### config.mk
export PLATFORM = sky130hd
export DESIGN_NAME = rcs_pose_store
export DESIGN_NICKNAME = d
export VERILOG_FILES = /design/src/rendezvous_consensus_sequencer_core_assert.svh /design/src/rcs_pkg.sv /design/src/rcs_pose_store.sv
export SDC_FILE = /design/constraint.sdc
export NUM_CORES = 2
export LEC_CHECK = 0
export ABC_CLOCK_PERIOD_IN_PS = 7200
export BUFFER_PORTS_ARGS = -buffer_cell sky130_fd_sc_hd__buf_2
export CAP_MARGIN = 20
export CORE_ASPECT_RATIO = 0.8
export CORE_UTILIZATION = 50
export CTS_CLUSTER_DIAMETER = 120
export DETAILED_ROUTE_END_ITERATION = 8
export PLACE_DENSITY = 0.66
export SLEW_MARGIN = 20
export SYNTH_ARGS = -nofsm -noshare
export SYNTH_HDL_FRONTEND = slang
export SYNTH_SLANG_ARGS = --single-unit
### constraint.sdc
create_clock -name clock -period 7.2 [get_ports clock]
set_clock_uncertainty 0.2 [all_clocks]
set_input_delay 0.36 -clock clock [delete_from_list [all_inputs] [get_ports clock]]
set_output_delay 0.36 -clock clock [all_outputs]
set_load 0.01 [all_outputs]
### src/rendezvous_consensus_sequencer_core_assert.svh
// Assertion macros for the rendezvous consensus sequencer.
// Expects signals named clock and reset in the including module.
`ifndef RENDEZVOUS_CONSENSUS_SEQUENCER_CORE_ASSERT_SVH
`define RENDEZVOUS_CONSENSUS_SEQUENCER_CORE_ASSERT_SVH

// same-cycle implication, disabled during reset
`define RCS_ASSERT_IMP(lbl, ante, cons, msg) \
   lbl: assert property (@(posedge clock) disable iff (reset) (ante) |-> (cons)) \
      else $error(msg);

// next-cycle implication, disabled during reset
`define RCS_ASSERT_NXT(lbl, ante, cons, msg) \
   lbl: assert property (@(posedge clock) disable iff (reset) (ante) |=> (cons)) \
      else $error(msg);

`endif

### src/rcs_pkg.sv
// Shared types, constants and codes of the rendezvous consensus sequencer.
// No dependencies.
package rcs_pkg;

   localparam int MaxAgents = 16;
   localparam int IdxW      = $clog2(MaxAgents);
   localparam int CntW      = $clog2(MaxAgents + 1);

   localparam int AgentW    = 4;
   localparam int OwnW      = 4;
   localparam int CountW    = 5;
   localparam int GainW     = 17;
   localparam int ThrW      = 31;
   localparam int PoseW     = 32;
   localparam int QW        = 34;   // own offset error, current - desired
   localparam int SumW      = 37;   // stored summed error
   localparam int AluW      = 56;   // shared adder and product width
   localparam int FracW     = 16;
   localparam int RoundBias = 32768;

   localparam logic [GainW-1:0] GainOne = 17'd65536;

   localparam logic KIND_TARGET = 1'b0;
   localparam logic KIND_DONE   = 1'b1;

   typedef enum logic [1:0] {
      OP_TICK     = 2'd0,
      OP_DESIRED  = 2'd1,
      OP_CURRENT  = 2'd2,
      OP_REACHED  = 2'd3
   } op_type;

   typedef enum logic [1:0] {
      REG_OWN       = 2'd0,
      REG_COUNT     = 2'd1,
      REG_GAIN      = 2'd2,
      REG_THRESHOLD = 2'd3
   } reg_idx_type;

   typedef enum logic [2:0] {
      PH_IDLE  = 3'd0,
      PH_WAIT  = 3'd1,
      PH_CALC  = 3'd2,
      PH_GOING = 3'd3,
      PH_FINAL = 3'd4
   } phase_type;

   typedef enum logic [3:0] {
      SEQ_IDLE,
      SEQ_OWN,
      SEQ_LOOP,
      SEQ_MQ,
      SEQ_SUM,
      SEQ_GAIN,
      SEQ_ROUND,
      SEQ_TGT,
      SEQ_EMIT
   } seq_state_type;

   typedef enum logic [3:0] {
      ALU_NOP,
      ALU_CLEAR,
      ALU_LOAD_OWN,
      ALU_ACC,
      ALU_MUL_MQ,
      ALU_ADD_SUM,
      ALU_MUL_GAIN,
      ALU_ROUND,
      ALU_TARGET
   } alu_op_type;

   typedef struct packed {
      logic                    des_en;
      logic                    cur_en;
      logic [IdxW-1:0]         addr;
      logic signed [PoseW-1:0] pos_z;
      logic signed [PoseW-1:0] pos_x;
   } pose_wr_type;

   typedef struct packed {
      logic signed [PoseW-1:0] des_z;
      logic signed [PoseW-1:0] des_x;
      logic signed [PoseW-1:0] cur_z;
      logic signed [PoseW-1:0] cur_x;
   } pose_rd_type;

   typedef struct packed {
      alu_op_type      op;
      logic [CntW-1:0] m;      // number of other agents summed over
   } alu_ctl_type;

   typedef struct packed {
      logic [OwnW-1:0]   own;
      logic [CountW-1:0] count;
   } seq_cfg_type;

endpackage

### src/rcs_pose_store.sv
// Pose memories (desired and current, per agent) and desired-seen flags.
// Depends on rcs_pkg.
module rcs_pose_store
   import rcs_pkg::*;
(
   input  logic                 clock,
   input  logic                 reset,
   input  pose_wr_type          wr,
   input  logic                 clear_seen,
   input  logic                 rd_en,
   input  logic [IdxW-1:0]      rd_addr,
   output pose_rd_type          rd,
   output logic [MaxAgents-1:0] seen
);

   logic [2*PoseW-1:0]   des_mem_ff [MaxAgents];
   logic [2*PoseW-1:0]   cur_mem_ff [MaxAgents];
   logic [2*PoseW-1:0]   des_rd_ff;
   logic [2*PoseW-1:0]   cur_rd_ff;
   logic                 cur_hit_ff;
   logic [MaxAgents-1:0] seen_ff, seen_in;
   logic [MaxAgents-1:0] cur_vld_ff, cur_vld_in;

   always_ff @(posedge clock) begin
      if (wr.des_en) begin
         des_mem_ff[wr.addr] <= {wr.pos_z, wr.pos_x};
      end
      if (wr.cur_en) begin
         cur_mem_ff[wr.addr] <= {wr.pos_z, wr.pos_x};
      end
      if (rd_en) begin
         des_rd_ff  <= des_mem_ff[rd_addr];
         cur_rd_ff  <= cur_mem_ff[rd_addr];
         cur_hit_ff <= cur_vld_ff[rd_addr];
      end
   end

   always_comb begin
      seen_in    = seen_ff;
      cur_vld_in = cur_vld_ff;
      if (clear_seen) begin
         seen_in = '0;
      end
      if (wr.des_en) begin
         seen_in[wr.addr] = 1'b1;
      end
      if (wr.cur_en) begin
         cur_vld_in[wr.addr] = 1'b1;
      end
   end

   always_ff @(posedge clock) begin
      if (reset) begin
         seen_ff    <= '0;
         cur_vld_ff <= '0;
      end else begin
         seen_ff    <= seen_in;
         cur_vld_ff <= cur_vld_in;
      end
   end

   // a current pose never written reads as zero
   assign rd.des_z = des_rd_ff[2*PoseW-1:PoseW];
   assign rd.des_x = des_rd_ff[PoseW-1:0];
   assign rd.cur_z = cur_hit_ff ? cur_rd_ff[2*PoseW-1:PoseW] : '0;
   assign rd.cur_x = cur_hit_ff ? cur_rd_ff[PoseW-1:0] : '0;
   assign seen     = seen_ff;

endmodule

==> insert_results.sql <==
INSERT INTO impl_metrics (metric_group, metric, value, unit) VALUES
('clocking', 'cts-htree-levels', '4', ''),
('setup_path', 'r2r_start', 'des_mem_ff[7][5]', ''),
('power', 'power_leakage', '30.2', 'nW'),
('routing', 'drt_first_iter_violations', '4604', ''),
('routing', 'first_pass_iters', '6', ''),
('setup_path', 'critical_path_arrival', '3.07', 'ns'),
('timing', 'maxClockFrequency', '0.275', 'GHz'),
('clocking', 'worst_skew_pair_latency', '0.84', 'ns'),
('floorplan', 'die_wd', '456', 'um'),
('grt', 'grt_overflow_total', '0', ''),
('floorplan', 'pin_count', '222', ''),
('placement', 'finalWeightedCongestion', '0.755', ''),
('routing', 'detail_route.vias_per_cell', '6.25', ''),
('grt', 'grt_antenna_before_repair', '10', ''),
('clocking', 'clock_tree.root_cell', 'clkbuf_16', ''),
('routing', 'drc_errors', '0', ''),
('logic_synthesis', 'postSynthAreaPerCell', '22.5', 'um^2'),
('timing', 'fin_tns_setup', '0', 'ns'),
('routing', 'avgRoutedWirePerCell', '32.6', 'um'),
('clocking', 'max-clock-path-buffers', '3', ''),
('run', 'max-cap-violations', '0', ''),
('power', 'power_switching_share', '0.214', ''),
('final_layout', 'layout_common_cells', 'edfxtp_1 (2177), mux4_2 (434), a22oi_1 (297)', ''),
('power', 'total_power', '26.0', 'mW'),
('setup_path', 'critical_path.reg2reg.endpoint', 'des_rd_ff[5]', ''),
('logic_synthesis', 'synth.cell_area', '82400', 'um^2'),
('worst_hold_path', 'min-delay-start', 'rd_en', ''),
('clocking', 'numClockSinks', '2209', ''),
('logic_synthesis', 'netlist_instances', '3669', ''),
('setup_path', 'cp-start-kind', 'flop', ''),
('final_layout', 'final_area', '93200', 'um^2'),
('power', 'power.share.sequential', '0.560', ''),
('logic_synthesis', 'post_synth_edffs', '2177', ''),
('status', 'result_of_the_run', 'complete, no violations', ''),
('logic_synthesis', 'postSynth.asyncResetShare', '0', ''),
('clocking', 'cts_hold_buffers', '71', ''),
('power', 'net_load_switching_power', '5.58', 'mW'),
('power', 'p_int', '20.4', 'mW'),
('grt', 'first_global_vias', '40000', ''),
('grt', 'grt_max_degree', '136', ''),
('placement', 'io_buffer_count', '221', ''),
('routing', 'antenna_violating_nets_remaining', '0', ''),
('routing', 'vias', '39800', ''),
('timing', 'max_slew.worst_pin.slew', '1.15', 'ns'),
('logic_synthesis', 'primary_ff_master_synth', 'edfxtp_1', ''),
('timing', 'rsz0062_at_grt', 'false', ''),
('grt', 'grt_first_pass_wirelength', '294000', 'um'),
('final_layout', 'multiInputGateArea', '15700', 'um^2'),
('placement', 'dpl_hpwl', '108000', 'um'),
('floorplan', 'floorplan.die.height', '365', 'um'),
('timing', 'timing.hold.ws', '0.0842', 'ns'),
('timing', 'period_minus_slack', '3.63', 'ns'),
('timing', 'max_slew_margin', '0.233', ''),
('power', 'power_density', '279', 'nW/um^2'),
('timing', 'hold_violations', '0', ''),
('routing', 'postRouteWirelength', '208000', 'um'),
('final_layout', 'post_route_cells_drive_above_1_share', '0.251', ''),
('power', 'power.clock.fraction', '0.388', ''),
('final_layout', 'num-nets-final', '4137', ''),
('floorplan', 'die_area', '167000', 'um^2'),
('logic_synthesis', 'netlist-cell-type-count', '27', ''),
('logic_synthesis', 'seq_area_frac_synth', '0.801', ''),
('timing', 'final.period_utilization', '0.505', ''),
('worst_hold_path', 'worstHoldPathType', 'input pin to flop', ''),
('setup_path', 'timing.reg2reg.setup_slack', '5.17', 'ns'),
('worst_hold_path', 'whs_endpoint', 'des_rd_ff[46]', ''),
('setup_path', 'crit_required', '6.64', 'ns'),
('logic_synthesis', 'synthesis.nets', '3747', ''),
('clocking', 'cts_setup_buffers', '0', ''),
('logic_synthesis', 'synthesis.yosys.warnings', '0', ''),
('placement', 'dp_worst_setup_slack', '3.39', 'ns');
routing by layer:
metal | share of wire | vias to the layer above | global-route usage | routed length (um)
li1 | - | 16200 | - | -
met1 | 0.41 | 21200 | 0.362 | 84600
met2 | 0.47 | 2084 | 0.393 | 98000
met3 | 0.097 | 273 | 0.0548 | 20200
met4 | 0.023 | 4 | 0.0684 | 4760
met5 | 0.00013 | - | 0 | 27
area by class of cell:
type | count | area share
Sequential cell | 2209 | 0.708
Clock inverter | 122 | 0.0104
Multi-Input combinational cell | 1261 | 0.168
Tap cell | 2144 | 0.0288
Clock buffer | 242 | 0.0553
Antenna cell | 2 | 0.0000537
Timing Repair Buffer | 388 | 0.0290
Inverter | 1 | 0.0000403
flip-flops by register name (all words and copies together) (netlist names):
name / cells
seen: 16
cur_vld_ff: 16
des_rd_ff: 64
cur_hit_ff: 1
des_mem_ff: 1024
cur_rd_ff: 64
cur_mem_ff: 1024
how the worst max path moves through the flow:
stage | end | start | cells after the start
finish | rd[37] | cur_hit_ff | 3
global placement | des_rd_ff[13] | rd_addr[3] | 7
CTS | rd[37] | cur_hit_ff | 3
detailed placement | cur_rd_ff[16] | rd_addr[3] | 7
global route | rd[37] | cur_hit_ff | 3
floorplan | cur_mem_ff[0][0] | wr[65] | 2
cells in the mapped netlist, types with 3 or more instances:
master     count  share of area
buf_6         14         0.0019
edfxtp_1    2177           0.79
dfxtp_1       32         0.0078
nor2b_1       16         0.0012
nand2_1      131         0.0060
nor2_1        70         0.0032
nor3_1         8        0.00049
a22oi_1      297          0.027
a21o_1         3        0.00027
buf_2         54         0.0033
buf_4         32         0.0029
a21oi_1       10        0.00061
and2_1        68         0.0052
o2bb2ai_1      3        0.00032
mux2i_1      165          0.020
mux4_2       434           0.12
nand3_1       43         0.0026
nand3b_1       4        0.00036
clkbuf_1      76         0.0035
buf_1         22         0.0010
nand2b_1       4        0.00030
stage by stage:
stage / instances / util
4_1_cts: 6366 / 0.572
3_5_place_dp: 5931 / 0.530
3_3_place_gp: 5931 / 0.530
2_1_floorplan: 3669 / -
5_1_grt: 6368 / 0.572
6_report: 6369 / 0.572
critical path: stages (launching register included):
cell and delay [ns]:
edfxtp_1 0.87, buf_4 0.77, and2_1 0.34, buf_2 0.19
power by group through the flow:
stage | Clock [mW] | Sequential, mW | Combinational, mW
after floorplan | 0 | 14.8 | 0.731
after global placement | 0 | 14.8 | 1.32
after detailed placement | 0 | 14.8 | 1.34
after CTS | 10.2 | 14.6 | 1.37
after global routing | 10.7 | 14.6 | 1.45
final | 10.1 | 14.6 | 1.36
logic make-up after synthesis:
| logic type | count (synthesis) | share of synthesized area |
|---|---|---|
| compound gates | 315 | 0.0285 |
| mux | 599 | 0.139 |
| flops | 2209 | 0.801 |
| buf+inv | 199 | 0.0126 |
| simple gates | 347 | 0.0196 |
Note: power is estimated with default switching activity, not from simulation.
