==> config.mk <==
export PLATFORM = sky130hd
export DESIGN_NAME = rcs_axis_unit
export DESIGN_NICKNAME = d
export VERILOG_FILES = /design/src/rendezvous_consensus_sequencer_core_assert.svh /design/src/rcs_pkg.sv /design/src/rcs_axis_unit.sv
export SDC_FILE = /design/constraint.sdc
export NUM_CORES = 2
export LEC_CHECK = 0
export BUFFER_PORTS_ARGS = -buffer_cell sky130_fd_sc_hd__buf_2
export CORE_ASPECT_RATIO = 1.1
export CORE_MARGIN = 10
export CORE_UTILIZATION = 45
export CTS_BUF_LIST = sky130_fd_sc_hd__clkbuf_4 sky130_fd_sc_hd__clkbuf_8 sky130_fd_sc_hd__clkbuf_16
export DETAILED_ROUTE_END_ITERATION = 8
export SLEW_MARGIN = 20
export SYNTH_ARGS = -nofsm -noshare
export SYNTH_HDL_FRONTEND = slang
export SYNTH_SLANG_ARGS = --single-unit
export TNS_END_PERCENT = 100
==> constraint.sdc <==
create_clock -name clock -period 27.5 [get_ports clock]
set_input_delay 1.375 -clock clock [delete_from_list [all_inputs] [get_ports clock]]
set_output_delay 1.375 -clock clock [all_outputs]
set_load 0.02 [all_outputs]
==> src/rendezvous_consensus_sequencer_core_assert.svh <==
// Assertion macros for the rendezvous consensus sequencer.
// Expects signals named clock and reset in the including module.
`ifndef RENDEZVOUS_CONSENSUS_SEQUENCER_CORE_ASSERT_SVH
`define RENDEZVOUS_CONSENSUS_SEQUENCER_CORE_ASSERT_SVH

// same-cycle implication, disabled during reset
`define RCS_ASSERT_IMP(lbl, ante, cons, msg) \
   lbl: assert property (@(posedge clock) disable iff (reset) (ante) |-> (cons)) \
      else $error(msg);

// next-cycle implication, disabled during reset
`define RCS_ASSERT_NXT(lbl, ante, cons, msg) \
   lbl: assert property (@(posedge clock) disable iff (reset) (ante) |=> (cons)) \
      else $error(msg);

`endif

==> src/rcs_pkg.sv <==
// Shared types, constants and codes of the rendezvous consensus sequencer.
// No dependencies.
package rcs_pkg;

   localparam int MaxAgents = 16;
   localparam int IdxW      = $clog2(MaxAgents);
   localparam int CntW      = $clog2(MaxAgents + 1);

   localparam int AgentW    = 4;
   localparam int OwnW      = 4;
   localparam int CountW    = 5;
   localparam int GainW     = 17;
   localparam int ThrW      = 31;
   localparam int PoseW     = 32;
   localparam int QW        = 34;   // own offset error, current - desired
   localparam int SumW      = 37;   // stored summed error
   localparam int AluW      = 56;   // shared adder and product width
   localparam int FracW     = 16;
   localparam int RoundBias = 32768;

   localparam logic [GainW-1:0] GainOne = 17'd65536;

   localparam logic KIND_TARGET = 1'b0;
   localparam logic KIND_DONE   = 1'b1;

   typedef enum logic [1:0] {
      OP_TICK     = 2'd0,
      OP_DESIRED  = 2'd1,
      OP_CURRENT  = 2'd2,
      OP_REACHED  = 2'd3
   } op_type;

   typedef enum logic [1:0] {
      REG_OWN       = 2'd0,
      REG_COUNT     = 2'd1,
      REG_GAIN      = 2'd2,
      REG_THRESHOLD = 2'd3
   } reg_idx_type;

   typedef enum logic [2:0] {
      PH_IDLE  = 3'd0,
      PH_WAIT  = 3'd1,
      PH_CALC  = 3'd2,
      PH_GOING = 3'd3,
      PH_FINAL = 3'd4
   } phase_type;

   typedef enum logic [3:0] {
      SEQ_IDLE,
      SEQ_OWN,
      SEQ_LOOP,
      SEQ_MQ,
      SEQ_SUM,
      SEQ_GAIN,
      SEQ_ROUND,
      SEQ_TGT,
      SEQ_EMIT
   } seq_state_type;

   typedef enum logic [3:0] {
      ALU_NOP,
      ALU_CLEAR,
      ALU_LOAD_OWN,
      ALU_ACC,
      ALU_MUL_MQ,
      ALU_ADD_SUM,
      ALU_MUL_GAIN,
      ALU_ROUND,
      ALU_TARGET
   } alu_op_type;

   typedef struct packed {
      logic                    des_en;
      logic                    cur_en;
      logic [IdxW-1:0]         addr;
      logic signed [PoseW-1:0] pos_z;
      logic signed [PoseW-1:0] pos_x;
   } pose_wr_type;

   typedef struct packed {
      logic signed [PoseW-1:0] des_z;
      logic signed [PoseW-1:0] des_x;
      logic signed [PoseW-1:0] cur_z;
      logic signed [PoseW-1:0] cur_x;
   } pose_rd_type;

   typedef struct packed {
      alu_op_type      op;
      logic [CntW-1:0] m;      // number of other agents summed over
   } alu_ctl_type;

   typedef struct packed {
      logic [OwnW-1:0]   own;
      logic [CountW-1:0] count;
   } seq_cfg_type;

endpackage

==> src/rcs_axis_unit.sv <==
// Shared adder and multiplier of one axis, stepped by the sequencer.
// Holds the own offset error, accumulator, product, summed error and target.
// Depends on rcs_pkg.
module rcs_axis_unit
   import rcs_pkg::*;
(
   input  logic                    clock,
   input  logic                    reset,
   input  alu_ctl_type             ctl,
   input  logic [GainW-1:0]        gain_eff,
   input  logic [ThrW-1:0]         threshold,
   input  logic signed [PoseW-1:0] rd_cur,
   input  logic signed [PoseW-1:0] rd_des,
   output logic                    below,
   output logic signed [PoseW-1:0] target
);

   function automatic logic signed [SumW-1:0] sat_sum(input logic signed [AluW-1:0] v);
      logic signed [SumW-1:0] r;
      if (v[AluW-1:SumW-1] == {(AluW-SumW+1){v[AluW-1]}}) begin
         r = v[SumW-1:0];
      end else begin
         r = {v[AluW-1], {(SumW-1){~v[AluW-1]}}};
      end
      return r;
   endfunction

   function automatic logic signed [PoseW-1:0] sat_pose(input logic signed [AluW-1:0] v);
      logic signed [PoseW-1:0] r;
      if (v[AluW-1:PoseW-1] == {(AluW-PoseW+1){v[AluW-1]}}) begin
         r = v[PoseW-1:0];
      end else begin
         r = {v[AluW-1], {(PoseW-1){~v[AluW-1]}}};
      end
      return r;
   endfunction

   logic signed [QW-1:0]    q_ff, q_in;
   logic signed [PoseW-1:0] cur_own_ff, cur_own_in;
   logic signed [AluW-1:0]  acc_ff, acc_in;
   logic signed [AluW-1:0]  prod_ff, prod_in;
   logic signed [SumW-1:0]  sum_ff, sum_in;
   logic signed [PoseW-1:0] tgt_ff, tgt_in;

   logic signed [AluW-1:0]  add_a, add_b, add_c, add_res;
   logic signed [SumW:0]    mul_a;
   logic signed [GainW:0]   mul_b;
   logic signed [AluW-1:0]  mul_res;
   logic [SumW:0]           sum_mag;

   // operand selection for the one adder (a + b - c) and the one multiplier
   always_comb begin
      add_a = '0;
      add_b = '0;
      add_c = '0;
      mul_a = '0;
      mul_b = '0;
      unique case (ctl.op)
         ALU_LOAD_OWN: begin
            add_a = AluW'(rd_cur);
            add_c = AluW'(rd_des);
         end
         ALU_ACC: begin
            add_a = acc_ff;
            add_b = AluW'(rd_des);
            add_c = AluW'(rd_cur);
         end
         ALU_ADD_SUM: begin
            add_a = acc_ff;
            add_b = prod_ff;
         end
         ALU_ROUND: begin
            add_a = prod_ff;
            add_b = AluW'(RoundBias);
         end
         ALU_TARGET: begin
            add_a = AluW'(cur_own_ff);
            add_c = acc_ff;
         end
         ALU_MUL_MQ: begin
            mul_a = (SumW+1)'(q_ff);
            mul_b = {{(GainW+1-CntW){1'b0}}, ctl.m};
         end
         ALU_MUL_GAIN: begin
            mul_a = (SumW+1)'(sum_ff);
            mul_b = {1'b0, gain_eff};
         end
         default: begin
         end
      endcase
   end

   assign add_res = add_a + add_b - add_c;
   assign mul_res = mul_a * mul_b;

   always_comb begin
      q_in       = q_ff;
      cur_own_in = cur_own_ff;
      acc_in     = acc_ff;
      prod_in    = prod_ff;
      sum_in     = sum_ff;
      tgt_in     = tgt_ff;
      unique case (ctl.op)
         ALU_CLEAR:    sum_in = '0;
         ALU_LOAD_OWN: begin
            q_in       = QW'(add_res);
            cur_own_in = rd_cur;
            acc_in     = '0;
         end
         ALU_ACC:      acc_in  = add_res;
         ALU_MUL_MQ:   prod_in = mul_res;
         ALU_ADD_SUM:  sum_in  = sat_sum(add_res);
         ALU_MUL_GAIN: prod_in = mul_res;
         ALU_ROUND:    acc_in  = add_res >>> FracW;   // floor after the half bias
         ALU_TARGET:   tgt_in  = sat_pose(add_res);
         default: begin
         end
      endcase
   end

   always_ff @(posedge clock) begin
      q_ff       <= q_in;
      cur_own_ff <= cur_own_in;
      acc_ff     <= acc_in;
      prod_ff    <= prod_in;
      tgt_ff     <= tgt_in;
   end

   always_ff @(posedge clock) begin
      if (reset) begin
         sum_ff <= '0;
      end else begin
         sum_ff <= sum_in;
      end
   end

   assign sum_mag = sum_ff[SumW-1] ? ((SumW+1)'(0) - {sum_ff[SumW-1], sum_ff})
                                   : {1'b0, sum_ff};
   assign below   = sum_mag < (SumW+1)'(threshold);
   assign target  = tgt_ff;

endmodule

==> flow_summary.toml <==
[timing]
fin_crit_sh = 0.3946
rsz0062_at_grt = "false"
slew_viol_final = 0
max_slew_margin = 0.2843
worst_pin_slew_ns = 1.066
hold-worst-slack_ns = 0.5572
setup_violations = 0
fin_crit_ns = 10.85
max_freq_mhz = 92.15
hold_violations = 0
fin_skew_ns = 0.03334
fin_tns_setup_ns = 0

[routing]
viasPerCell = 5.760
ant_nets = 0
wl_um = 127900
drt-initial-drc-count = 2984
detail_route.first_pass.iterations = 9
avgRoutedWirePerCell_um = 23.54
vias = 31300
route.detailed.drc = 0

[yosys]
ys_warn_count = 0
synth_edf_count = 210
netlist_area_um2 = 38830
ys_ff_latch = 247
yosys-top-cells-area = "fa_1 34%, edfxtp_1 16%, inv_1 8.5%"
yosys-top-cells-count = "882 x inv_1, 655 x fa_1, 507 x nand2_1"
synth_cell_types = 80
postSynthAreaPerCell_um2 = 9.063
syn_inst = 4285
synthFlopType = "edfxtp_1"
syn-num-nets = 5279
yosysMostFrequentCell = "inv_1"
yosysTopAreaCellShare = 0.3377
async_flop_share = 0
synth_seq_area_share = 0.1815
yosysTopAreaCell = "fa_1"

[floorplanning]
fp.dieH_um = 328.1
num_io_pins = 156
start_util = 0.4558
die_w_um = 300.1
rows = 112
die_area_um2 = 98460
coreArea_um2 = 85200

[clocking]
clock_tree.buffer_depth = 3
ctsHoldBuffers = 0
clkTransAtPathRegs_ns = 0.07
post-cts-setup-buffers = 0
cts-buffers-inserted = 25
cts_root_buf = "clkbuf_16"
clock_sinks = 247
h-tree-depth = 1
clk-insertion-delay-late_ns = 0.57
post_cts_resized = 0
tritoncts = "done"

[global_route]
grt_usage = 0.2589
grt_pass1_wl_um = 197000
grt_max_degree = 129
antenna_found_initial = 1
first_global_vias = 32270
grt_overflow = 0

[place]
place.port_buffers = 155
hpwlAfterDp_um = 101400
gp_routability_congestion = 0.9950

[worst_setup_path]
start_kind = "input port"
cp.required_ns = 27.80
path_class = "in -> reg"
crit_arrival_ns = 11.15
cp_max_fo = 40
endpoint_kind = "flip-flop"

[finish]
drive_above_1_share = 0.07547
fin_nets = 5268
area_growth_pct = 6.892

[power]
p_per_area_nw_per_um2 = 33.30
p_leak_nw = 19.99
vdd_drop_max_uv = 48.73

[job]
cap_violations = 0

[status]
status = "finished, final reports clean"

[hold_path]
min_path_type = "reg -> reg"
[state kept, by name, summed over array words and instances (netlist names)]
name,cells
acc_ff,56
cur_own_ff,32
prod_ff,56
q_ff,34
sum_ff,37
target,32
[worst max-delay path, stage by stage]
cell,delay [ns]
buf_2,0.33
nand3_1,0.15
buf_4,0.27
inv_4,0.40
and2_1,0.73
nand2_1,0.75
nor2_1,0.35
fa_1,0.47
inv_1,0.09
fa_1,0.41
fa_1,0.51
inv_1,0.05
fa_1,0.55
fa_1,0.43
fa_1,0.44
ha_1,0.36
a21o_1,0.18
a21o_1,0.17
a21oi_1,0.24
o211ai_1,0.13
a211oi_1,0.36
o31ai_1,0.19
o21ai_0,0.66
o41ai_1,0.24
a311oi_1,0.56
o21ai_0,0.25
a221oi_1,0.35
xnor2_1,0.10
[cells by family (layout without fill, tap and decap cells)]
group / after synthesis / after routing / synth area share
AOI/OAI and AO/OA: 752 / 752 / 0.1352
and+or+nand+nor: 1127 / 1127 / 0.1268
DFF: 247 / 247 / 0.1815
buffers and inverters: 1116 / 1124 / 0.1081
adders and majority gates: 871 / 871 / 0.4073
xor gates and xnor gates: 130 / 130 / 0.02932
other: 0 / 1 / 0
muxes: 42 / 42 / 0.01192
[metal layers]
| layer | track usage | vias up | share of wire |
|---|---|---|---|
| li1 | - | 13800 | - |
| met1 | 0.3506 | 15800 | 0.42 |
| met2 | 0.4131 | 1472 | 0.45 |
| met3 | 0.04592 | 220 | 0.088 |
| met4 | 0.09256 | 2 | 0.039 |
| met5 | 0 | - | 0.00010 |
[where the power goes]
part	leakage [nW]	internal, mW	switching [mW]
combinational	17.2	0.160	0.371
sequential	2.29	0.435	0.00929
clock	0.471	0.242	0.164
total	20.0	0.838	0.545
[layout make-up]
cell class	count	area, um^2
Clock inverter	16	284.0
Fill cell	8210	43690
Multi-Input combinational cell	2922	27660
Sequential cell	247	7047
Antenna cell	1	2.502
Timing Repair Buffer	196	1111
Inverter	882	3313
Clock buffer	30	669.4
Tap cell	1140	1426
[final timing paths]
check	cells after the start	start	endpoint	slack (ns)
worst max-delay path	28	ctl[7]	prod_ff[54]	16.65
worst min-delay path	1	sum_ff[12]	sum_ff[12]	0.56
worst min register to register	1	sum_ff[12]	sum_ff[12]	0.56
worst max register to register	25	sum_ff[2]	prod_ff[54]	19.01
[cells in the final DEF (no fill, tap or decap), types with 25 or more instances in the layout]
| master | count |
|---|---|
| a221o_1 | 36 |
| a21boi_0 | 39 |
| o22ai_1 | 37 |
| a222oi_1 | 63 |
| a22oi_1 | 30 |
| a221oi_1 | 28 |
| a21oi_1 | 150 |
| a21o_1 | 96 |
| dfxtp_1 | 37 |
| fa_1 | 655 |
| o21ai_0 | 133 |
| nor2_1 | 334 |
| inv_1 | 881 |
| buf_4 | 40 |
| buf_2 | 154 |
| edfxtp_1 | 210 |
| xor2_1 | 32 |
| ha_1 | 216 |
| and2_1 | 39 |
| mux2_2 | 34 |
| nand3_1 | 41 |
| xnor2_1 | 98 |
| nand2_1 | 507 |
| nand4_1 | 36 |
| clkbuf_16 | 25 |
| nor3_1 | 40 |
[metrics by stage]
stage	cell area (um^2)	utilization	power (mW)	worst slack, ns	instances
2_1_floorplan	38830	-	0.7735	16.87	4285
3_3_place_gp	40550	0.4759	0.9737	16.47	5387
3_5_place_dp	40550	0.4759	0.9704	16.15	5387
4_1_cts	41500	0.4871	1.377	16.71	5433
5_1_grt	41510	0.4872	1.439	16.16	5433
6_report	41510	0.4872	1.382	16.65	5434
No activity file was read; power rests on OpenSTA's default activity.
