[config.mk]
export PLATFORM = sky130hd
export DESIGN_NAME = rcs_sequencer
export DESIGN_NICKNAME = d
export VERILOG_FILES = /design/src/rcs_pkg.sv /design/src/rcs_sequencer.sv
export VERILOG_INCLUDE_DIRS = /design/src /design/src/src
export SDC_FILE = /design/constraint.sdc
export NUM_CORES = 1
export LEC_CHECK = 0
export BUFFER_PORTS_ARGS = -buffer_cell sky130_fd_sc_hd__buf_4
export CAP_MARGIN = 40
export CORE_ASPECT_RATIO = 1.5
export CORE_MARGIN = 10
export CORE_UTILIZATION = 35
export CTS_BUF_LIST = sky130_fd_sc_hd__clkbuf_16
export CTS_CLUSTER_DIAMETER = 30
export CTS_CLUSTER_SIZE = 20
export DETAILED_ROUTE_END_ITERATION = 6
export GPL_TIMING_DRIVEN = 0
export PLACE_DENSITY_LB_ADDON = 0.2
export SYNTH_ARGS = -nofsm -noshare
export SYNTH_HDL_FRONTEND = slang
export SYNTH_SLANG_ARGS = --single-unit
[constraint.sdc]
create_clock -name clock -period 3.7 [get_ports clock]
set_clock_uncertainty 0.1 [all_clocks]
set_input_delay 0.37 -clock clock [delete_from_list [all_inputs] [get_ports clock]]
set_output_delay 0.37 -clock clock [all_outputs]
set_load 0.01 [all_outputs]
[src/rendezvous_consensus_sequencer_core_assert.svh]
// Assertion macros for the rendezvous consensus sequencer.
// Expects signals named clock and reset in the including module.
`ifndef RENDEZVOUS_CONSENSUS_SEQUENCER_CORE_ASSERT_SVH
`define RENDEZVOUS_CONSENSUS_SEQUENCER_CORE_ASSERT_SVH

// same-cycle implication, disabled during reset
`define RCS_ASSERT_IMP(lbl, ante, cons, msg) \
   lbl: assert property (@(posedge clock) disable iff (reset) (ante) |-> (cons)) \
      else $error(msg);

// next-cycle implication, disabled during reset
`define RCS_ASSERT_NXT(lbl, ante, cons, msg) \
   lbl: assert property (@(posedge clock) disable iff (reset) (ante) |=> (cons)) \
      else $error(msg);

`endif

[src/rcs_pkg.sv]
// Shared types, constants and codes of the rendezvous consensus sequencer.
// No dependencies.
package rcs_pkg;

   localparam int MaxAgents = 16;
   localparam int IdxW      = $clog2(MaxAgents);
   localparam int CntW      = $clog2(MaxAgents + 1);

   localparam int AgentW    = 4;
   localparam int OwnW      = 4;
   localparam int CountW    = 5;
   localparam int GainW     = 17;
   localparam int ThrW      = 31;
   localparam int PoseW     = 32;
   localparam int QW        = 34;   // own offset error, current - desired
   localparam int SumW      = 37;   // stored summed error
   localparam int AluW      = 56;   // shared adder and product width
   localparam int FracW     = 16;
   localparam int RoundBias = 32768;

   localparam logic [GainW-1:0] GainOne = 17'd65536;

   localparam logic KIND_TARGET = 1'b0;
   localparam logic KIND_DONE   = 1'b1;

   typedef enum logic [1:0] {
      OP_TICK     = 2'd0,
      OP_DESIRED  = 2'd1,
      OP_CURRENT  = 2'd2,
      OP_REACHED  = 2'd3
   } op_type;

   typedef enum logic [1:0] {
      REG_OWN       = 2'd0,
      REG_COUNT     = 2'd1,
      REG_GAIN      = 2'd2,
      REG_THRESHOLD = 2'd3
   } reg_idx_type;

   typedef enum logic [2:0] {
      PH_IDLE  = 3'd0,
      PH_WAIT  = 3'd1,
      PH_CALC  = 3'd2,
      PH_GOING = 3'd3,
      PH_FINAL = 3'd4
   } phase_type;

   typedef enum logic [3:0] {
      SEQ_IDLE,
      SEQ_OWN,
      SEQ_LOOP,
      SEQ_MQ,
      SEQ_SUM,
      SEQ_GAIN,
      SEQ_ROUND,
      SEQ_TGT,
      SEQ_EMIT
   } seq_state_type;

   typedef enum logic [3:0] {
      ALU_NOP,
      ALU_CLEAR,
      ALU_LOAD_OWN,
      ALU_ACC,
      ALU_MUL_MQ,
      ALU_ADD_SUM,
      ALU_MUL_GAIN,
      ALU_ROUND,
      ALU_TARGET
   } alu_op_type;

   typedef struct packed {
      logic                    des_en;
      logic                    cur_en;
      logic [IdxW-1:0]         addr;
      logic signed [PoseW-1:0] pos_z;
      logic signed [PoseW-1:0] pos_x;
   } pose_wr_type;

   typedef struct packed {
      logic signed [PoseW-1:0] des_z;
      logic signed [PoseW-1:0] des_x;
      logic signed [PoseW-1:0] cur_z;
      logic signed [PoseW-1:0] cur_x;
   } pose_rd_type;

   typedef struct packed {
      alu_op_type      op;
      logic [CntW-1:0] m;      // number of other agents summed over
   } alu_ctl_type;

   typedef struct packed {
      logic [OwnW-1:0]   own;
      logic [CountW-1:0] count;
   } seq_cfg_type;

endpackage

[src/rcs_sequencer.sv]
// Phase controller and step sequencer: handles input transactions, walks the
// pose memory through the axis units and owns the result register.
// Depends on rcs_pkg and the assertion macro header.
`include "rendezvous_consensus_sequencer_core_assert.svh"

module rcs_sequencer
   import rcs_pkg::*;
(
   input  logic                    clock,
   input  logic                    reset,
   input  seq_cfg_type             cfg,
   input  logic                    req_valid,
   output logic                    req_ready,
   input  logic [1:0]              req_op,
   input  logic [AgentW-1:0]       req_agent,
   input  logic signed [PoseW-1:0] req_pos_z,
   input  logic signed [PoseW-1:0] req_pos_x,
   input  logic                    req_reached,
   output logic                    rsp_valid,
   input  logic                    rsp_ready,
   output logic                    rsp_kind,
   output logic signed [PoseW-1:0] rsp_target_z,
   output logic signed [PoseW-1:0] rsp_target_x,
   output pose_wr_type             pose_wr,
   output logic                    clear_seen,
   output logic                    rd_en,
   output logic [IdxW-1:0]         rd_addr,
   input  logic [MaxAgents-1:0]    seen,
   output alu_ctl_type             alu_ctl,
   input  logic                    below_z,
   input  logic                    below_x,
   input  logic signed [PoseW-1:0] target_z,
   input  logic signed [PoseW-1:0] target_x
);

   seq_state_type           seq_ff, seq_in;
   phase_type               phase_ff, phase_in;
   logic                    reached_ff, reached_in;
   logic [CntW-1:0]         idx_ff, idx_in;
   logic                    use_ff, use_in;
   logic                    kind_ff, kind_in;
   logic                    rsp_valid_ff, rsp_valid_in;
   logic                    rsp_kind_ff;
   logic signed [PoseW-1:0] rsp_z_ff, rsp_x_ff;

   logic [CntW-1:0] n_eff, m_cnt, own_cnt;
   logic            own_in_range, all_seen, agent_ok, accept, load_rsp;

   always_comb begin
      if (cfg.count == '0) begin
         n_eff = CntW'(1);
      end else if (CntW'(cfg.count) > CntW'(MaxAgents)) begin
         n_eff = CntW'(MaxAgents);
      end else begin
         n_eff = CntW'(cfg.count);
      end
   end

   assign own_cnt      = CntW'(cfg.own);
   assign own_in_range = own_cnt < n_eff;
   assign m_cnt        = own_in_range ? n_eff - CntW'(1) : n_eff;
   assign agent_ok     = CntW'(req_agent) < n_eff;
   assign req_ready    = seq_ff == SEQ_IDLE;
   assign accept       = req_valid && req_ready;

   always_comb begin
      all_seen = 1'b1;
      for (int i = 0; i < MaxAgents; i++) begin
         if (CntW'(i) < n_eff && !seen[i]) begin
            all_seen = 1'b0;
         end
      end
   end

   always_comb begin
      seq_in        = seq_ff;
      phase_in      = phase_ff;
      reached_in    = reached_ff;
      idx_in        = idx_ff;
      use_in        = 1'b0;
      kind_in       = kind_ff;
      pose_wr.des_en = 1'b0;
      pose_wr.cur_en = 1'b0;
      pose_wr.addr   = IdxW'(req_agent);
      pose_wr.pos_z  = req_pos_z;
      pose_wr.pos_x  = req_pos_x;
      clear_seen    = 1'b0;
      rd_en         = 1'b0;
      rd_addr       = '0;
      alu_ctl.op    = ALU_NOP;
      alu_ctl.m     = m_cnt;
      load_rsp      = 1'b0;

      unique case (seq_ff)
         SEQ_IDLE: begin
            if (accept) begin
               unique case (op_type'(req_op))
                  OP_DESIRED: pose_wr.des_en = agent_ok;
                  OP_CURRENT: pose_wr.cur_en = agent_ok;
                  OP_REACHED: reached_in     = req_reached;
                  OP_TICK: begin
                     unique case (phase_ff)
                        PH_WAIT: begin
                           if (all_seen) begin
                              phase_in = PH_CALC;
                           end
                        end
                        PH_CALC: begin
                           rd_en   = 1'b1;
                           rd_addr = IdxW'(cfg.own);
                           seq_in  = SEQ_OWN;
                        end
                        PH_GOING: begin
                           if (reached_ff) begin
                              phase_in = (below_z && below_x) ? PH_FINAL : PH_CALC;
                           end
                        end
                        PH_FINAL: begin
                           reached_in = 1'b0;
                           clear_seen = 1'b1;
                           alu_ctl.op = ALU_CLEAR;
                           phase_in   = PH_IDLE;
                           kind_in    = KIND_DONE;
                           seq_in     = SEQ_EMIT;
                        end
                        default: begin
                           // idle, and unused codes acting as idle
                           phase_in = (own_in_range && seen[IdxW'(cfg.own)]) ? PH_WAIT
                                                                             : PH_IDLE;
                        end
                     endcase
                  end
                  default: begin
                  end
               endcase
            end
         end
         SEQ_OWN: begin
            alu_ctl.op = ALU_LOAD_OWN;
            rd_en      = 1'b1;
            rd_addr    = '0;
            use_in     = own_cnt != '0;
            idx_in     = CntW'(1);
            seq_in     = SEQ_LOOP;
         end
         SEQ_LOOP: begin
            // read data is registered and arrives in the cycle after its address
            if (use_ff) begin
               alu_ctl.op = ALU_ACC;
            end
            if (idx_ff < n_eff) begin
               rd_en   = 1'b1;
               rd_addr = idx_ff[IdxW-1:0];
               use_in  = idx_ff != own_cnt;
               idx_in  = idx_ff + CntW'(1);
            end else begin
               seq_in = SEQ_MQ;
            end
         end
         SEQ_MQ: begin
            alu_ctl.op = ALU_MUL_MQ;
            seq_in     = SEQ_SUM;
         end
         SEQ_SUM: begin
            alu_ctl.op = ALU_ADD_SUM;
            seq_in     = SEQ_GAIN;
         end
         SEQ_GAIN: begin
            alu_ctl.op = ALU_MUL_GAIN;
            seq_in     = SEQ_ROUND;
         end
         SEQ_ROUND: begin
            alu_ctl.op = ALU_ROUND;
            seq_in     = SEQ_TGT;
         end
         SEQ_TGT: begin
            alu_ctl.op = ALU_TARGET;
            kind_in    = KIND_TARGET;
            phase_in   = PH_GOING;
            seq_in     = SEQ_EMIT;
         end
         SEQ_EMIT: begin
            if (!rsp_valid_ff || rsp_ready) begin
               load_rsp = 1'b1;
               seq_in   = SEQ_IDLE;
            end
         end
         default: seq_in = SEQ_IDLE;
      endcase
   end

   always_comb begin
      if (load_rsp) begin
         rsp_valid_in = 1'b1;
      end else if (rsp_ready) begin
         rsp_valid_in = 1'b0;
      end else begin
         rsp_valid_in = rsp_valid_ff;
      end
   end

   always_ff @(posedge clock) begin
      if (reset) begin
         seq_ff       <= SEQ_IDLE;
         phase_ff     <= PH_IDLE;
         reached_ff   <= 1'b0;
         idx_ff       <= '0;
         use_ff       <= 1'b0;
         kind_ff      <= KIND_TARGET;
         rsp_valid_ff <= 1'b0;
      end else begin
         seq_ff       <= seq_in;
         phase_ff     <= phase_in;
         reached_ff   <= reached_in;
         idx_ff       <= idx_in;
         use_ff       <= use_in;
         kind_ff      <= kind_in;
         rsp_valid_ff <= rsp_valid_in;
      end
   end

   always_ff @(posedge clock) begin
      if (load_rsp) begin
         rsp_kind_ff <= kind_ff;
         rsp_z_ff    <= (kind_ff == KIND_DONE) ? '0 : target_z;
         rsp_x_ff    <= (kind_ff == KIND_DONE) ? '0 : target_x;
      end
   end

   assign rsp_valid    = rsp_valid_ff;
   assign rsp_kind     = rsp_kind_ff;
   assign rsp_target_z = rsp_z_ff;
   assign rsp_target_x = rsp_x_ff;

   `RCS_ASSERT_NXT(a_calc_starts, accept && req_op == OP_TICK && phase_ff == PH_CALC, seq_ff == SEQ_OWN, "compute tick did not start the own-pose load")
   `RCS_ASSERT_IMP(a_no_overwrite, rsp_valid_ff && !rsp_ready, !load_rsp, "pending result overwritten")
   `RCS_ASSERT_NXT(a_going_after_target, load_rsp && kind_ff == KIND_TARGET, phase_ff == PH_GOING, "target emitted outside going phase")
   `RCS_ASSERT_NXT(a_final_clears, accept && req_op == OP_TICK && phase_ff == PH_FINAL, phase_ff == PH_IDLE && !reached_ff && seq_ff == SEQ_EMIT, "final tick did not clear state")

endmodule

==> results of run 1 <==
how the worst max path moves through the flow:
| stage | endpoint | slack, ns | cells after the start |
|---|---|---|---|
| 4_1_cts | rd_addr[2] | 0.89 | 9 |
| 6_report | rd_addr[0] | 0.87 | 9 |
| 3_5_place_dp | alu_ctl[2] | 0.89 | 9 |
| 5_1_grt | rd_addr[0] | 0.74 | 8 |
| 3_3_place_gp | rsp_target_z[21] | 0.15 | 2 |
| 2_1_floorplan | rsp_kind | 0.82 | 2 |
per-stage QoR:
step | hold WS, ns | worst slack (ns) | instances | instance area [µm²]
floorplan | 0.326 | 0.816 | 427 | 4650
global placement | 0.342 | 0.147 | 833 | 6700
detailed placement | 0.336 | 0.891 | 834 | 6730
CTS | 0.210 | 0.887 | 850 | 7000
global route | 0.213 | 0.739 | 850 | 7000
finish | 0.220 | 0.873 | 850 | 7000
synth_stat cells (2+ instances only):
cell type   n
a2111oi_0   2
a211oi_1    7
a21o_1      2
a21oi_1    17
a22o_1      4
a31oi_1     2
and2_1      2
and3_1      5
buf_2       6
buf_4      71
clkbuf_1   14
dfxtp_1    16
edfxtp_1   65
ha_1       13
inv_1       4
mux2i_1     2
mux4_2      4
nand2_1    15
nand2b_1    6
nand3_1     7
nand4_1     5
nor2_1     21
nor2b_1    71
nor3_1     11
nor3b_1     3
nor4b_2     2
o211ai_1    2
o21ai_0     6
o21ai_1     3
o21bai_2    2
o31a_1      2
o41ai_1     3
or3_1       3
xnor2_1     3
xor2_1      5
cell families after synthesis:
family	Yosys count	share of synthesized area
simple gates	162	0.209
buf+inv	96	0.136
flops	81	0.489
compound gates	60	0.0904
fa+ha+maj	13	0.0350
xor+xnor	8	0.0151
mux	7	0.0261
flip-flops by register name, indices dropped and copies added, names as in the netlist, 3 cells and up:
signal	flops
idx_ff	5
rsp_target_z	32
rsp_target_x	32
seq_ff	4
phase_ff	3
power by group through the flow:
stage,registers (mW),logic (mW),clock network [mW]
after global placement,1.02,0.449,0
after detailed placement,1.02,0.455,0
final,0.998,0.452,0.811
after floorplan,1.01,0.244,0
after global routing,0.998,0.494,0.869
after CTS,0.998,0.457,0.836
metal layers:
layer	vias to the layer above	track usage	routed length, µm	share of wire
met3	15	0.0712	1790	0.12
met4	0	0.0440	233	0.015
li1	1970	-	-	-
met2	223	0.266	7600	0.49
met5	-	0	0	0
met1	1899	0.167	5830	0.38
final cells by class:
cell class,count,area (µm²)
Timing Repair Buffer,248,1870
Inverter,5,18.8
Tap cell,159,199
Clock buffer,9,225
Multi-Input combinational cell,250,1750
Buffer,91,616
Clock inverter,7,53.8
Fill cell,1162,6010
Sequential cell,81,2270
==> results.toml, run 1 <==
[synthesis]
synth_area_leaders = "edfxtp_1 42%, buf_4 11%, nor2b_1 9.6%"
synth.avg_cell_area_um2 = 10.9
synth.cell_area_mm2 = 0.00465
synth_edf_count = 65
synth_area_leader_cell = "edfxtp_1"
ys_ff_latch = 81
synth_fp_nets = 606
synth-main-ff-cell = "edfxtp_1"
netlist-cell-type-count = 56
synthArstFlopShare = 0
yosysSeqAreaShare = 0.489
synth.top_cell.area_share = 0.420
yosys_warnings = 0
synthCells = 427

[clocking]
holdBufCountCts = 0
clkLatencyLatePin_ns = 0.33
cts_root_buf = "clkbuf_16"
numCtsBuffers = 9
clock-sinks = 81
cts_tree = "built"
post_cts_resized = 0
post_cts_buffers = 0
htreeDepth = 3
path_clk_slew_ns = 0.06
clockBufferDepth = 2

[sta]
rsz0062_at_grt = "false"
post-route-period-util = 0.764
finalSetupViolCount = 0
tns_ns = 0
fmax_mhz = 354
finalHoldViolCount = 0
slew_headroom = 0.530
worstMarginPinSlew_ns = 0.705
slew_violations = 0
fin_crit_ns = 2.83

[setup_path]
crit_required_ns = 3.23
rr_startpoint = "seq_ff[3]"
slowest_delay_ns = 0.33
r2r_cells = 3
ff2ff_setup_slack_ns = 1.37
path_max_fanout = 10
crit_chain = "buf_2, inv_1, nand2_1, ha_1, a211oi_1, o21a_2, buf_4, a22o_1, buf_4"
slowest_stage = "ha_1"
worst-setup-path-type = "input pin to output pin"
crit_path_frequent_cell = "buf_4"
critical-path-top-delay-family = "compound AO/OA/AOI/OAI gates"
cp-start-kind = "input pin"
crit_buf_inv = 4
startpoint = "cfg[4]"
cp_data_arrival_time_ns = 2.36
worstSetupEndpointType = "output pin"
r2r-end = "rsp_kind"

[floorplanning]
core_area_mm2 = 0.0130
initial_core_util = 0.357
die_w_um = 114
placementRows = 51
io_pins = 318
dieArea_mm2 = 0.0184
dieHeight_um = 161

[power]
p_comb_frac = 0.200
p_per_area_mw_per_mm2 = 323
swShare = 0.245
peakVddDrop_mv = 0.193
power.internal_mw = 1.71
p_clk_frac = 0.359
seqPwrFrac = 0.441
leakagePower_nw = 3.11
total_power_mw = 2.26
switchingPower_uw = 555

[finish]
mostFrequentLayoutCell = "buf_4"
final_core_util = 0.538
layout.cells.most_common_list = "318 x buf_4, 71 x nor2b_1, 65 x edfxtp_1"
final_layout_size_suffix_gt1_frac = 0.520
finalNetCount = 865
syn2layout_area_growth_pct = 50.6
insertedDiodeCount = 0

[detailed_routing]
firstDrtPassIters = 4
drt_iter0_markers = 200
vias_per_cell = 4.83
num_vias = 4107
wl_per_cell_um = 18.2
routed_wl_um = 15500
drc = 0
postRouteAntennaNets = 0

[grt]
antenna_found_initial = 0
grt_pass1_vias = 4394
grt_pass1_wl_um = 23100
gr-total-overflow = 0
grtUsageTotal = 0.156
grt_max_degree = 37

[placement]
gp_congestion = 0.887
portBuffers = 247
place_hpwl_um = 13100

[job]
cap_viol_max_count = 0

[worst_hold_path]
hp-class = "input pin to register"
worstHoldStart = "reset"
hold_depth = 2
min_to = "seq_ff[1]"

[run_status]
status = "finished clean"
Note: power is estimated with default switching activity, not from simulation.
==> run 2: changes to the inputs <==
ABC_AREA = 1   (was not set)
clock period = 2.9 ns   (was 3.7 ns; I/O delays follow)
==> run 2 against run 1 <==
  * Combinational power is 49% higher
  * Power is 40% higher
  * Via count is 12% higher
  * Critical path depth is 4 higher
  * Sequential power is 32% higher
  * Critical endpoint unchanged
  * Worst setup slack worse by 0.54 ns
  * Critical path type unchanged
  * Hold slack worse by 0.085 ns
  * First-iteration DRC count is 30% higher
==> results.toml, run 2 <==
[sta]
finalHoldViolCount = 0
tns_ns = 0
fmax_mhz = 389
post-route-period-util = 0.886
finalSetupViolCount = 0
fin_crit_ns = 2.57
slew_violations = 0
slew_headroom = 0.683
worstMarginPinSlew_ns = 0.475
rsz0062_at_grt = "false"

[power]
total_power_mw = 3.16
p_comb_frac = 0.214
leakagePower_nw = 3.68
peakVddDrop_mv = 0.275
seqPwrFrac = 0.417
swShare = 0.246
p_clk_frac = 0.369
power.internal_mw = 2.38
switchingPower_uw = 776
p_per_area_mw_per_mm2 = 435

[detailed_routing]
drc = 0
drt_iter0_markers = 260
firstDrtPassIters = 4
num_vias = 4609
wl_per_cell_um = 16.4
postRouteAntennaNets = 0
vias_per_cell = 4.59
routed_wl_um = 16400

[setup_path]
worstSetupEndpointType = "output pin"
r2r_cells = 7
cp-start-kind = "input pin"
worst-setup-path-type = "input pin to output pin"
cp_data_arrival_time_ns = 2.18
path_max_fanout = 10
rr_startpoint = "idx_ff[2]"
crit_required_ns = 2.51
ff2ff_setup_slack_ns = 1.10
r2r-end = "idx_ff[0]"

[grt]
grtUsageTotal = 0.161
grt_max_degree = 35
grt_pass1_vias = 4975
gr-total-overflow = 0
antenna_found_initial = 0
grt_pass1_wl_um = 24400

[synthesis]
synthArstFlopShare = 0
netlist-cell-type-count = 43
synth.cell_area_mm2 = 0.00482
synth-simple-area-share = 0.200
synthCells = 576
synth_commonest_cells = "112 x inv_1, 112 x nor2_1, 69 x buf_4, 65 x edfxtp_1, 59 x nand2_1"
synth_area_leader_cell = "edfxtp_1"
synth-main-ff-cell = "edfxtp_1"
synthMuxAreaShare = 0
synth_top_family_by_area = "buffers and inverters"
ys_ff_latch = 81
synth_xor_area_frac = 0.00363
synth-compound-area-share = 0.0789
synth_fp_nets = 755
synth.avg_cell_area_um2 = 8.37
synth_area_leaders = "edfxtp_1 40%, buf_4 11%, inv_1 8.7%"
synthAdderAreaFrac = 0.0337
yosys_warnings = 0
synth.top_cell.area_share = 0.405
synth_edf_count = 65
yosysSeqAreaShare = 0.471

[floorplanning]
dieArea_mm2 = 0.0190
initial_core_util = 0.356
dieHeight_um = 164
core_area_mm2 = 0.0135
placementRows = 52
io_pins = 318
die_w_um = 116

[clocking]
cts_tree = "built"
cts_root_buf = "clkbuf_16"
post_cts_buffers = 0
clockBufferDepth = 2
holdBufCountCts = 0
post_cts_resized = 0
numCtsBuffers = 9
clock-sinks = 81
path_clk_slew_ns = 0.05
htreeDepth = 3
clkLatencyLatePin_ns = 0.32

[job]
cap_viol_max_count = 0

[run_status]
status = "finished clean"

[finish]
mostFrequentLayoutCell = "buf_4"
fin_area_mm2 = 0.00726
insertedDiodeCount = 0
nFillCells = 1278
syn2layout_area_growth_pct = 50.5
layout.cells.most_common_list = "319 x buf_4, 112 x inv_1, 111 x nor2_1"
final_layout_size_suffix_gt1_frac = 0.426
layout.area.seq_mm2 = 0.00227
multi_input_area_mm2 = 0.00153
finalNetCount = 1018

[worst_hold_path]
hp-class = "input pin to register"
worstHoldStart = "req_reached"
min_to = "reached_ff"
hold_depth = 3

[placement]
gp_congestion = 0.862
portBuffers = 250
post_dp_cell_area_mm2 = 0.00693
place_hpwl_um = 14100
-- run 2: kinds of logic after synthesis --
group / Yosys count
DFF: 81
AOI/OAI and AO/OA: 57
buffers and inverters: 199
adders and majority gates: 13
and+or+nand+nor: 224
xor gates and xnor gates: 2
-- run 2: layer usage --
metal | share of wire | track usage | up-vias
li1 | - | - | 2289
met1 | 0.33 | 0.154 | 2077
met2 | 0.53 | 0.294 | 215
met3 | 0.11 | 0.0694 | 28
met4 | 0.028 | 0.0674 | 0
met5 | 0 | 0 | -
-- run 2: layout make-up --
class / instances / share of cell area
Clock inverter: 6 / 0.0115
Inverter: 118 / 0.0614
Clock buffer: 9 / 0.0310
Multi-Input combinational cell: 296 / 0.211
Buffer: 81 / 0.0800
Timing Repair Buffer: 252 / 0.264
Sequential cell: 81 / 0.313
Tap cell: 162 / 0.0279
-- run 2: worst max-delay path by stage --
stage | cells past startpoint | from | to
floorplan | 5 | seq_ff[0] | rsp_kind
global placement | 5 | seq_ff[0] | rsp_target_z[26]
detailed placement | 13 | cfg[4] | rd_addr[0]
CTS | 13 | cfg[4] | rd_addr[0]
global route | 13 | cfg[4] | rd_addr[0]
finish | 13 | cfg[4] | rd_addr[0]
-- run 2: critical path, cell delays in order --
cell	delay (ns)
buf_4	0.17
inv_4	0.10
buf_6	0.15
nand2_1	0.19
ha_1	0.32
nand2_1	0.07
nor2_1	0.04
o21ai_2	0.07
o2111ai_4	0.19
nand2_4	0.17
nand3_1	0.10
o21ai_1	0.15
buf_4	0.17
-- run 2: per-stage QoR --
| stage | hold WS (ns) | worst slack (ns) | util | instances |
|---|---|---|---|---|
| after floorplan | 0.326 | 0.631 | - | 576 |
| after global placement | 0.339 | 0.258 | 0.511 | 988 |
| after detailed placement | 0.340 | 0.331 | 0.512 | 989 |
| after CTS | 0.124 | 0.321 | 0.535 | 1004 |
| after global routing | 0.136 | 0.148 | 0.536 | 1005 |
| final | 0.135 | 0.332 | 0.536 | 1005 |
-- run 2: power by group through the flow --
stage                     clock network [mW]  registers (mW)  logic [mW]
after floorplan                            0            1.34       0.355
after global placement                     0            1.34       0.663
after detailed placement                   0            1.34       0.680
after CTS                               1.19            1.32       0.682
after global routing                    1.24            1.32       0.749
final                                   1.17            1.32       0.674
